`config.mk`:
```
export PLATFORM = sky130hd
export DESIGN_NAME = lae_fifo
export DESIGN_NICKNAME = d
export VERILOG_FILES = /design/src/rtl/lae_pkg.sv /design/src/rtl/lae_fifo.sv
export SDC_FILE = /design/constraint.sdc
export NUM_CORES = 1
export LEC_CHECK = 0
export BUFFER_PORTS_ARGS = -buffer_cell sky130_fd_sc_hd__buf_2
export CAP_MARGIN = 20
export CORE_MARGIN = 4
export CORE_UTILIZATION = 55
export DETAILED_ROUTE_END_ITERATION = 8
export PLACE_DENSITY = 0.88
export SYNTH_ARGS = -nofsm -noshare
export SYNTH_HDL_FRONTEND = slang
export SYNTH_SLANG_ARGS = --single-unit
export TNS_END_PERCENT = 100
```
`constraint.sdc`:
```
create_clock -name i_clk -period 6.2 [get_ports i_clk]
set_clock_uncertainty 0.2 [all_clocks]
set_input_delay 1.24 -clock i_clk [delete_from_list [all_inputs] [get_ports i_clk]]
set_output_delay 1.24 -clock i_clk [all_outputs]
set_load 0.05 [all_outputs]
```
`src/rtl/lae_pkg.sv`:
```
package lae_pkg;

    localparam int PIX_W    = 24;
    localparam int CH_W     = 8;
    localparam int ROW_W    = 12;
    localparam int CFG_W    = 13;
    localparam int FW_W     = 11;
    localparam int Q_DEPTH  = 4;
    localparam int Q_AW     = $clog2(Q_DEPTH);
    localparam int Q_CW     = $clog2(Q_DEPTH + 1);
    localparam int MAX_HEIGHT = 4096;
    localparam logic [CH_W-1:0] PIX_MAX = 8'd255;

    localparam logic REQ_PIXEL = 1'b0;
    localparam logic REQ_DRAIN = 1'b1;

    localparam logic REG_FRAME_WIDTH  = 1'b0;
    localparam logic REG_FRAME_HEIGHT = 1'b1;

    typedef logic [PIX_W-1:0] t_pix;

    typedef struct packed {
        logic shift;
        logic emit;
        logic edge_on;
        logic last;
    } t_ctl;

    typedef struct packed {
        t_ctl ctl;
        t_pix pix;
        t_pix top;
        t_pix mid;
    } t_entry;

endpackage

```
`src/rtl/lae_fifo.sv`:
```
module lae_fifo import lae_pkg::*; (
    input  logic            i_clk,
    input  logic            i_rst_n,
    input  logic            i_push,
    input  t_entry          i_entry,
    input  logic            i_pop,
    output logic            o_valid,
    output t_entry          o_entry,
    output logic [Q_CW-1:0] o_count
);

    t_entry          r_mem [Q_DEPTH];
    logic [Q_AW-1:0] r_wr, r_rd;
    logic [Q_CW-1:0] r_count;
    logic            do_pop;

    assign do_pop  = i_pop && (r_count != '0);
    assign o_valid = (r_count != '0);
    assign o_entry = r_mem[r_rd];
    assign o_count = r_count;

    always_ff @(posedge i_clk) begin
        if (!i_rst_n) begin
            r_wr    <= '0;
            r_rd    <= '0;
            r_count <= '0;
        end else begin
            if (i_push) begin
                r_wr <= r_wr + Q_AW'(1);
            end
            if (do_pop) begin
                r_rd <= r_rd + Q_AW'(1);
            end
            r_count <= r_count + Q_CW'(i_push) - Q_CW'(do_pop);
        end
    end

    always_ff @(posedge i_clk) begin
        if (i_push) begin
            r_mem[r_wr] <= i_entry;
        end
    end

endmodule

```
; Word-level counts from Yosys, hierarchy flattened
; Memory sizes are Yosys's and may differ from the RTL's. A register that Yosys moved wholly into a read port is not among the register bits.
; Cells that the tools add are included.
[totals]
register_bits = 7
mem_bits_rw = 304
input_bits = 80
out_inout_bits = 80
wordCells = 14
memories = 1
[memory_table]
columns = name, words, word_bits, read_ports, rd_ports_with_merged_regs, wr, line
row1 = r_mem, 4, 76, 1, 1, 1, lae_fifo.sv:12  ; t_entry r_mem [Q_DEPTH];
[op_classes]
n_addsub = 4
mux = 4
n_reduce_logical = 2
[ops]
columns = operator, n
row1 = $add 2x1->2 const B, 2
row2 = $mux 2, 2
row3 = $add 3x1->3, 1
row4 = $reduce_bool 3->1, 1
row5 = $sub 3x1->3, 1
row6 = $mux 1, 2
row7 = $logic_and 1x1->1, 1

; Logic depth before layout (Yosys ltp)
[logic_depth]
depth_word = 4
ltp_mapped = 7
depth_no_buf = 7

; Worst setup path before layout
; No wires, ideal clock.
[synth_timing]
kind = input port to flip-flop
start = input i_push
end = memory r_mem[0][0] (netlist name) (enable)
setup_time_ns = 0.442
t_arrival_ns = 3.014
t_required_ns = 5.558
setup_slack_ns = 2.544
cell_stages = 1
n_path_buf = 0
cell_sequence = and2_1
[synth_via]
elab_chain_cells = 2
[synth_lines]
columns = item, line
row1 = start: declaration, lae_fifo.sv:4  ; input logic i_push,
row2 = $mux 1, lae_fifo.sv:39  ; if (i_push) begin
row3 = $mux 1 (not written as such), lae_fifo.sv:40  ; r_mem[r_wr] <= i_entry;
row4 = end: declaration, lae_fifo.sv:12
; Every way passes these cells.

==> summary.md <==
| Metric | Value |
|---|---|
| Flip-flop and latch count after synthesis | 313 |
| Final ANT Viol Nets | 0 |
| CTS buffer count | 30 |
| Share of cells above drive strength 1 | 44.95% |
| Largest family of logic cells by synthesized area | multiplexers |
| # setup viols final | 0 |
| Startpoint types | register |
| Top_reg_cell synth | edfxtp_1 |
| Max_slew headroom | 25.55% |
| Setup Fix Bufs, Post-CTS | 0 |
| Multiplexer area fraction after synthesis | 15.26% |
| Starting Density | 56.37% |
| CTS H-Tree Depth | 1 |
| Fin crit period | 4.158 ns |
| Hold Buf Count CTS | 0 |
| Clock transition at path regs | 0.06 ns |
| Max Clk Rate | 240.5 MHz |
| Compound-cell area share of the yosys netlist | 0.1526% |
| Core footprint | 20360 µm² |
| Measured slew at the worst slew-check pin | 1.117 ns |
| Rows | 52 |
| Worst endpoint required time | 4.76 ns |
| Synth warn | 0 |
| Adder-cell area share of the yosys netlist | 0.8283% |
| Largest net degree at the start of global routing | 77 |
| Final-layout fill cell count | 1266 |
| Crit path max fanout | 33 |
| Netlist cell types | 21 |
| Vias | 5181 |
| Clk root buf | clkbuf_16 |
| Post-Synth Simple-Gate Area | 0.7193% |
| Run status | complete, no violations |
| Register-to-register path setup slack | 3.90 ns |
| Peak VDD IR | 0.3745 mV |
| Post-synth EDFFs | 304 |
| Async SR Flop Fraction | 0% |
| Mapped Cells | 441 |
| Total power | 5.611 mW |
| Worst setup EP type | output port |
| DR WL/cell | 22.84 µm |
| Post-synth top area cell | edfxtp_1 |
| Die area | 23250 µm² |
| Max-cap viol count | 0 |
| Most frequent cells after synthesis | edfxtp_1 (304), mux4_2 (76), dfxtp_1 (9) |
| CTS tree | built |
| Post-Syn Area per Cell | 26.03 µm² |
| Leak pwr | 4.563 nW |
| DR pass1 iterations | 4 |
| DRC Markers | 0 |
| Vias in the first global route | 5697 |
| Cells resized by post-CTS repair | 0 |
| Total wire length | 20.88 mm |
| Pwr dens | 415.0 nW/µm² |
| Setup TNS | 0 ns |
| Slew Viols, Final | 0 |
| Clk Latency, worst-skew pair | 0.54 ns |
| Final Cycle Share | 67.06% |
| Sequential share of the synthesized area | 81.09% |
| DR iter-0 viols | 355 |
| IO buf count | 159 |
| NumNets Final | 708 |
| Top post-synthesis cells by area | edfxtp_1 (80%), mux4_2 (15%), dfxtp_1 (1.6%) |
| RSZ-0062 raised after global routing | no |
| Wire length of the first global-routing pass | 32.96 mm |
| Via density | 5.668 |
| Dpl cells | 859 |
| Die W | 152.5 µm |
| Area grow syn2layout | 17.78% |
| CTS sink count | 313 |
| WP data arrival | 2.72 ns |
| Antenna violations before repair | 1 |
| Synth Net Count | 528 |
| IO Count | 160 |
| Fin cells | 914 |
| Post-Syn Area | 11480 µm² |
| Endpoints failing hold | 0 |
| Crit Path Class | register to output port |
| Hold Crit Class | register to register |
| Maximum clock path buffer count | 3 |
| Synth Area in XOR/XNOR | 0.2725% |
| Gr usage total | 18.21% |
| Share of the synthesized area in the top cell type | 79.52% |
| Detailed-placement wirelength estimate | 12.43 mm |
| Final GP Congestion | 0.7485 |
| Most frequent cell after synthesis | edfxtp_1 |
| Global route overflow | 0 |
| Die Span Y | 152.5 µm |
==> routing by layer <==
| layer | track usage (%) | vias to the layer above | wire length, µm |
|---|---|---|---|
| met5 | 0 | - | 11 |
| met4 | 4.625 | 2 | 505 |
| met3 | 4.090 | 37 | 1405 |
| met2 | 31.27 | 203 | 10860 |
| met1 | 24.14 | 2692 | 8093 |
| li1 | - | 2247 | - |
==> critical path, stage by stage (launching register included) <==
cell and delay, ns:
dfxtp_4 0.65, buf_4 0.63, mux4_2 0.61, buf_2 0.23
==> where the power goes <==
group | internal [mW] | switching [mW] | total, mW | leakage (nW)
logic | 0.448 | 0.918 | 1.37 | 1.24
clock network | 0.975 | 0.732 | 1.71 | 0.451
registers | 2.44 | 0.0983 | 2.54 | 2.87
==> final cells by class <==
cell class,count,area (µm²),share of cell area (%)
Antenna cell,1,2.502,0.01851
Clock inverter,17,155.1,1.148
Multi-Input combinational cell,105,1988,14.70
Inverter,6,22.52,0.1666
Clock buffer,37,777.0,5.747
Sequential cell,313,9316,68.91
Tap cell,270,337.8,2.499
Timing Repair Buffer,165,920.9,6.811
==> cell families (layout without fill, tap and decap cells) <==
logic type               Yosys count  count (layout)
flip-flops                       313             313
adder cells (fa/ha/maj)            7               7
multiplexers                      80              80
AND/OR/NAND/NOR                   14              14
XOR/XNOR                           2               2
AO/OA/AOI/OAI                      2               2
buffers and inverters             23             225
other                              0               1
==> metrics by stage <==
stage          cell area (µm²)  util [%]  hold slack, ns  setup slack, ns
6_report                 13520     66.39          0.2690            2.042
4_1_cts                  13520     66.38          0.2748            1.953
3_3_place_gp             12480     61.26          0.2456            2.578
5_1_grt                  13520     66.38          0.3191            1.832
3_5_place_dp             12590     61.80          0.2660            2.522
2_1_floorplan            11480         -          0.2489            2.544
==> worst paths after layout <==
kind                                  from     endpoint  depth (start not counted)
worst max-delay path              register  o_entry[39]                          3
worst min-delay path               r_rd[1]     register                          2
worst max register to register  o_count[1]   o_count[2]                          7
worst min register to register     r_rd[1]     register                          2
==> flip-flops by register name, summed over array words and instances, names as in the netlist, named ones only <==
name	flops
r_rd	2
r_mem	304
r_wr	2
o_count	3
==> layout by cell type, fill, tap and decap left out, types with 2 or more instances in the layout <==
cell type,instances
and2_1,4
and2_4,4
buf_16,4
buf_2,159
buf_4,2
bufinv_16,2
clkbuf_1,7
clkbuf_16,30
clkinv_1,5
clkinv_2,5
clkinvlp_4,2
dfxtp_1,7
dfxtp_4,2
edfxtp_1,304
ha_1,6
inv_1,6
mux2i_1,4
mux4_2,76
nand2_1,2
nand2b_1,2
Note: power is estimated with default switching activity, not from simulation.
