==> src/rtl/lae_pkg.sv <==
package lae_pkg;

    localparam int PIX_W    = 24;
    localparam int CH_W     = 8;
    localparam int ROW_W    = 12;
    localparam int CFG_W    = 13;
    localparam int FW_W     = 11;
    localparam int Q_DEPTH  = 4;
    localparam int Q_AW     = $clog2(Q_DEPTH);
    localparam int Q_CW     = $clog2(Q_DEPTH + 1);
    localparam int MAX_HEIGHT = 4096;
    localparam logic [CH_W-1:0] PIX_MAX = 8'd255;

    localparam logic REQ_PIXEL = 1'b0;
    localparam logic REQ_DRAIN = 1'b1;

    localparam logic REG_FRAME_WIDTH  = 1'b0;
    localparam logic REG_FRAME_HEIGHT = 1'b1;

    typedef logic [PIX_W-1:0] t_pix;

    typedef struct packed {
        logic shift;
        logic emit;
        logic edge_on;
        logic last;
    } t_ctl;

    typedef struct packed {
        t_ctl ctl;
        t_pix pix;
        t_pix top;
        t_pix mid;
    } t_entry;

endpackage

==> src/rtl/lae_back.sv <==
module lae_back import lae_pkg::*; (
    input  logic            i_clk,
    input  logic            i_rst_n,
    input  logic            i_q_valid,
    input  t_entry          i_q_entry,
    output logic            o_pop,
    output logic            o_valid,
    input  logic            i_stall,
    output logic [CH_W-1:0] o_red,
    output logic [CH_W-1:0] o_green,
    output logic [CH_W-1:0] o_blue,
    output logic            o_frame_end
);

    typedef logic [8:0][PIX_W-1:0] t_win;

    function automatic logic [CH_W-1:0] f_edge(input t_win w, input int unsigned sh);
        logic [10:0]        sum;
        logic signed [11:0] acc;
        logic [CH_W-1:0]    c;
        c   = w[4][sh +: CH_W];
        sum = '0;
        for (int i = 0; i < 9; i++) begin
            if (i != 4) begin
                sum = sum + 11'(w[i][sh +: CH_W]);
            end
        end
        acc = $signed({1'b0, c, 3'b000}) - $signed({1'b0, sum});
        if (acc < 0) begin
            return '0;
        end else if (acc > $signed({4'b0000, PIX_MAX})) begin
            return PIX_MAX;
        end else begin
            return acc[CH_W-1:0];
        end
    endfunction

    t_win r_win, n_win;
    logic r_valid;
    logic take;

    assign take  = i_q_valid && (!i_q_entry.ctl.emit || !r_valid || !i_stall);
    assign o_pop = take;

    always_comb begin
        n_win = r_win;
        if (i_q_entry.ctl.shift) begin
            n_win[0] = r_win[1];
            n_win[1] = r_win[2];
            n_win[2] = i_q_entry.top;
            n_win[3] = r_win[4];
            n_win[4] = r_win[5];
            n_win[5] = i_q_entry.mid;
            n_win[6] = r_win[7];
            n_win[7] = r_win[8];
            n_win[8] = i_q_entry.pix;
        end
    end

    always_ff @(posedge i_clk) begin
        if (!i_rst_n) begin
            r_win   <= '0;
            r_valid <= 1'b0;
        end else begin
            if (take && i_q_entry.ctl.shift) begin
                r_win <= n_win;
            end
            if (take && i_q_entry.ctl.emit) begin
                r_valid <= 1'b1;
            end else if (!i_stall) begin
                r_valid <= 1'b0;
            end
        end
    end

    always_ff @(posedge i_clk) begin
        if (take && i_q_entry.ctl.emit) begin
            o_red       <= i_q_entry.ctl.edge_on ? f_edge(n_win, 16) : '0;
            o_green     <= i_q_entry.ctl.edge_on ? f_edge(n_win, 8)  : '0;
            o_blue      <= i_q_entry.ctl.edge_on ? f_edge(n_win, 0)  : '0;
            o_frame_end <= i_q_entry.ctl.last;
        end
    end

    assign o_valid = r_valid;

endmodule

==> config.mk <==
export PLATFORM = sky130hd
export DESIGN_NAME = lae_back
export DESIGN_NICKNAME = d
export VERILOG_FILES = /design/src/rtl/lae_pkg.sv /design/src/rtl/lae_back.sv
export SDC_FILE = /design/constraint.sdc
export NUM_CORES = 1
export LEC_CHECK = 0
export ABC_AREA = 1
export BUFFER_PORTS_ARGS = -buffer_cell sky130_fd_sc_hd__buf_2
export CORE_MARGIN = 8
export CORE_UTILIZATION = 35
export DETAILED_ROUTE_END_ITERATION = 8
export GPL_TIMING_DRIVEN = 0
export PLACE_DENSITY = 0.51
export SETUP_SLACK_MARGIN = 0.15
export SYNTH_ARGS = -nofsm -noshare
export SYNTH_HDL_FRONTEND = slang
export SYNTH_SLANG_ARGS = --single-unit
==> constraint.sdc <==
create_clock -name i_clk -period 23.4 [get_ports i_clk]
set_input_delay 3.51 -clock i_clk [delete_from_list [all_inputs] [get_ports i_clk]]
set_output_delay 3.51 -clock i_clk [all_outputs]
set_load 0.1 [all_outputs]
## Yosys cells after proc, flatten, opt, wreduce, memory -nomap -nowiden

Index checks and enable logic that the tools add are counted.

- $add $sub $neg: 24
- Multipliers: 0
- Divide/modulo/power cells: 0
- Order comparisons: 6
- Equality and inequality tests: 1
- Shift-type cells: 0
- Muxes and demuxes: 30
- Bitwise operators: 1
- Reduce and logical (&&, ||, !) cells: 11

Operators by type and width:

| kind | number |
|---|---|
| $mux 11 | 24 |
| $add 11x8->11 | 21 |
| $mux 216 | 1 |
| $gt 12x9->1 const B | 3 |
| $lt 12x1->1 const B | 3 |
| $sub 11x11->12 | 3 |
| $mux 8 | 3 |
| $reduce_or 2->1 | 3 |
| $logic_and 1x1->1 | 3 |
| $logic_not 1->1 | 3 |
| $logic_or 1x1->1 | 2 |
| $mux 1 | 2 |
| $ne 2x1->1 const B | 1 |
| $not 1->1 | 1 |

- Flip-flop bits (word level): 242
- Latch bits: 0
- Memory bits (writable): 0
- Memory bits (read-only): 0
- Bits of input ports: 80
- Output and inout bits: 27
- Word-level logic and storage cells: 87
- Memories: 0

## Depth between registers and ports, before layout

- Word-level depth: 23
- Depth in mapped cells: 49
- Depth with buffers taken out: 47

## Worst setup path before layout

Ideal clock, no wire load.

- Path kind: input -> register
- From: in i_q_entry[75] in the netlist's numbering
- To: reg o_red[0], data pin
- Setup time: 271 ps
- Arrival: 10,753 ps
- Required time: 23,129 ps
- Slack: 12,375 ps
- Stages: 41
- Path buffers: 3
- Path through: clkbuf_1 > clkbuf_1 > clkbuf_1 > nand2_1 > o21ai_0 > ha_1 > fa_1 > inv_1 > fa_1 > inv_1 > fa_1 > fa_1 > xor2_1 > ha_1 > a21oi_1 > nand2_1 > xnor2_1 > inv_1 > [5 not listed] > ha_1 > inv_1 > nor2_1 > nor2_1 > nor2_1 > o21ai_0 > nand2_1 > a21oi_1 > nor2_2 > xor2_1 > ha_1 > inv_1 > nor4_1 > nand3b_1 > nand2_1 > xor2_1 > o31ai_4 > a21oi_1

RTL lines:

| what | RTL line | RTL |
|---|---|---|
| from (decl) | lae_back.sv:5 | `input t_entry i_q_entry,` |
| to (signal assigned) | lae_back.sv:78 | `o_red <= i_q_entry.ctl.edge_on ? f_edge(n_win, 16) : '0;` |
| to (decl) | lae_back.sv:9 | `output logic [CH_W-1:0] o_red,` |

==> out/qor.txt <==
Synth Flop Type: dfxtp_1
Max_slew headroom: 0.244
Setup TNS: 0 ns
CP Launch Type: primary input
FP Rows: 87
CTS H-Tree Depth: 1
Share of layout cells above drive strength 1: 0.0899
Post-DP HPWL: 51400 um
Slowest-stage cell, CP: clkbuf_1
FMAX: 81.4 MHz
Residual overflow from global routing: 0
Bufs and invs on worst path: 8
Worst setup EP type: flop
Crit path max fanout: 10
Area Overhead vs Synth: 12.7%
Diode count: 0
Fin. Hold Viols: 0
Critical Path RT: 23.71 ns
Setup Crit Path Kind: primary input to flop
Most frequent cells in the layout: nand2_1 (603), o21ai_0 (455), a21oi_1 (373), inv_1 (369), dfxtp_1 (217)
Max-cap check violation count: 0
Pins Over Slew Limit: 0
Remaining DRCs: 0
Initial DRT Pass Iterations: 5
Initial antenna violation count: 0
Post-synth EDFFs: 25
Initial Utilization: 0.351
Async S/R FF share, synth: 0
Clock skew: 0.0244 ns
Non-filler instance count after layout: 3781
RePlAce Congestion: 0.937
# fillers: 5956
CTS-repair resized insts: 0
Most common cell after layout, fill and taps aside: nand2_1
Routed Antenna Nets: 0
DR vias/cell: 5.02
Core area: 56100 um^2
Mapped Cells: 2865
Die ar.: 64100 um^2
Leakage: 10.3 nW
RSZ-0062 raised after global routing: false
Routed WL per cell: 16.8 um
Clk_lat worst skew: 0.58 ns
Tmin final: 12.28 ns
Worst-path clk slew: 0.06 ns
Cell Pwr Density: 163 nW/um^2
Post-cts hold buffer count: 0
Reg2reg path depth: 39
GRT Total Usage: 0.192
Largest net degree at the start of global routing: 26
Final wirelength: 63300 um
Syn_area_per_cell: 6.87 um^2
Die Span Y: 253 um
First-pass GRT wire length: 99000 um
Top cell by count, worst path: ha_1
Arrival @ worst endpoint: 12.59 ns
Fin area: 22200 um^2
Critical path depth: 42
Buffers added on ports: 105
Top delay family on crit path: adder cells
Placed instance area: 21200 um^2
Hold Path Stages: 2
Post-synthesis register bit count: 242
Final setup viols: 0
Number of distinct library cells after synthesis: 42
TritonCTS clock tree: yes
Post-synthesis sequential area ratio: 0.259
VDD IR max: 0.108 mV
I/O pin count: 107
CTS Buf Count: 31
Vias in the first global route: 18300
Postcts setup bufs: 0
Synthesized area: 19700 um^2
CTS max path bufs: 3
Worst slew pin tran: 1.13 ns
Period utilization: 0.525
Total number of vias: 19000
Syn nets: 3169
Status: complete, no violations
Layout Nets: 3307
Die width: 253 um
CTS sink cnt: 242
Root buffer cell: clkbuf_16
Detailed Route Iter0 Violations: 1172
Worst min path class: flop to flop
CP max stage delay: 0.56 ns
Placed cell count: 3726
Total power: 0.00363 W
YS warnings: 0
==> where the power goes <==
part	internal [W]	total [W]	switching (W)	leakage, nW
Clock	0.000297	0.000489	0.000193	0.506
Sequential	0.000475	0.000490	0.0000146	2.03
Combinational	0.00101	0.00265	0.00164	7.77
==> worst paths after layout <==
| path | start | end | slack (ns) |
|---|---|---|---|
| max | i_q_entry[75] | o_green[6] | 11.12 |
| min | r_win[36] | r_win[12] | 0.48 |
| max reg2reg | r_win[32] | o_green[6] | 15.28 |
| min reg2reg | r_win[36] | r_win[12] | 0.48 |
==> sequential cells by signal, summed over array words and instances, names as in the netlist <==
| signal | count |
|---|---|
| o_blue | 8 |
| o_frame_end | 1 |
| o_green | 8 |
| o_red | 8 |
| o_valid | 1 |
| r_win | 216 |
==> kinds of logic (layout without fill, tap and decap cells) <==
logic type | Yosys count | in the layout | share of synthesized area
AOI/OAI and AO/OA | 888 | 888 | 0.234
and+or+nand+nor | 866 | 866 | 0.194
DFF | 242 | 242 | 0.259
buffers and inverters | 492 | 652 | 0.0938
adders and majority gates | 224 | 224 | 0.150
xor gates and xnor gates | 153 | 153 | 0.0692
==> synth_stat cells, types with 11 or more instances <==
| master | instances | area share |
|---|---|---|
| a21oi_2 | 11 | 0.0049 |
| nor2_2 | 17 | 0.0054 |
| edfxtp_1 | 25 | 0.038 |
| fa_1 | 21 | 0.021 |
| o21ai_0 | 455 | 0.12 |
| xnor2_1 | 62 | 0.028 |
| nand2_2 | 43 | 0.014 |
| nand3_2 | 17 | 0.0086 |
| xor2_1 | 88 | 0.039 |
| nor2_1 | 46 | 0.0088 |
| ha_1 | 203 | 0.13 |
| nand3_1 | 92 | 0.023 |
| nand2_1 | 603 | 0.11 |
| dfxtp_1 | 217 | 0.22 |
| o21bai_1 | 11 | 0.0042 |
| a31oi_1 | 15 | 0.0048 |
| a21oi_1 | 373 | 0.095 |
| clkbuf_1 | 112 | 0.021 |
| nand4_1 | 14 | 0.0044 |
| inv_1 | 369 | 0.070 |
==> per-stage QoR <==
step                      setup WS [ns]   util  hold WS [ns]
after floorplan                   12.38      -         0.451
after global placement            10.55  0.378         0.471
after detailed placement          10.56  0.378         0.476
after CTS                         11.14  0.396         0.465
after global routing              10.27  0.396         0.514
final                             11.12  0.396         0.476
==> final cells by class <==
class	instances	area, um^2	share of cell area
Inverter	375	1410	0.0634
Clock buffer	44	895	0.0403
Buffer	117	439	0.0198
Timing Repair Buffer	105	526	0.0237
Sequential cell	242	5090	0.229
Tap cell	756	946	0.0426
Multi-Input combinational cell	2131	12800	0.574
Clock inverter	11	143	0.00642
==> worst reg2reg max path, delay by kind of cell (launching register included) <==
family	cells	cell delay, ns
buf+inv	5	0.40
xor+xnor	7	1.19
simple gates	11	1.49
fa+ha+maj	9	3.05
compound gates	7	1.43
flops	1	0.31
==> per-layer routing <==
| layer | wire, um | part of all wire | up-vias | track usage |
|---|---|---|---|---|
| met3 | 2710 | 0.043 | 96 | 0.0187 |
| met5 | 0 | 0 | - | 0 |
| met4 | 1930 | 0.031 | 0 | 0.0605 |
| li1 | - | - | 9765 | - |
| met2 | 28600 | 0.45 | 422 | 0.320 |
| met1 | 30100 | 0.48 | 8713 | 0.259 |
Power figures use the tool's default switching activity.
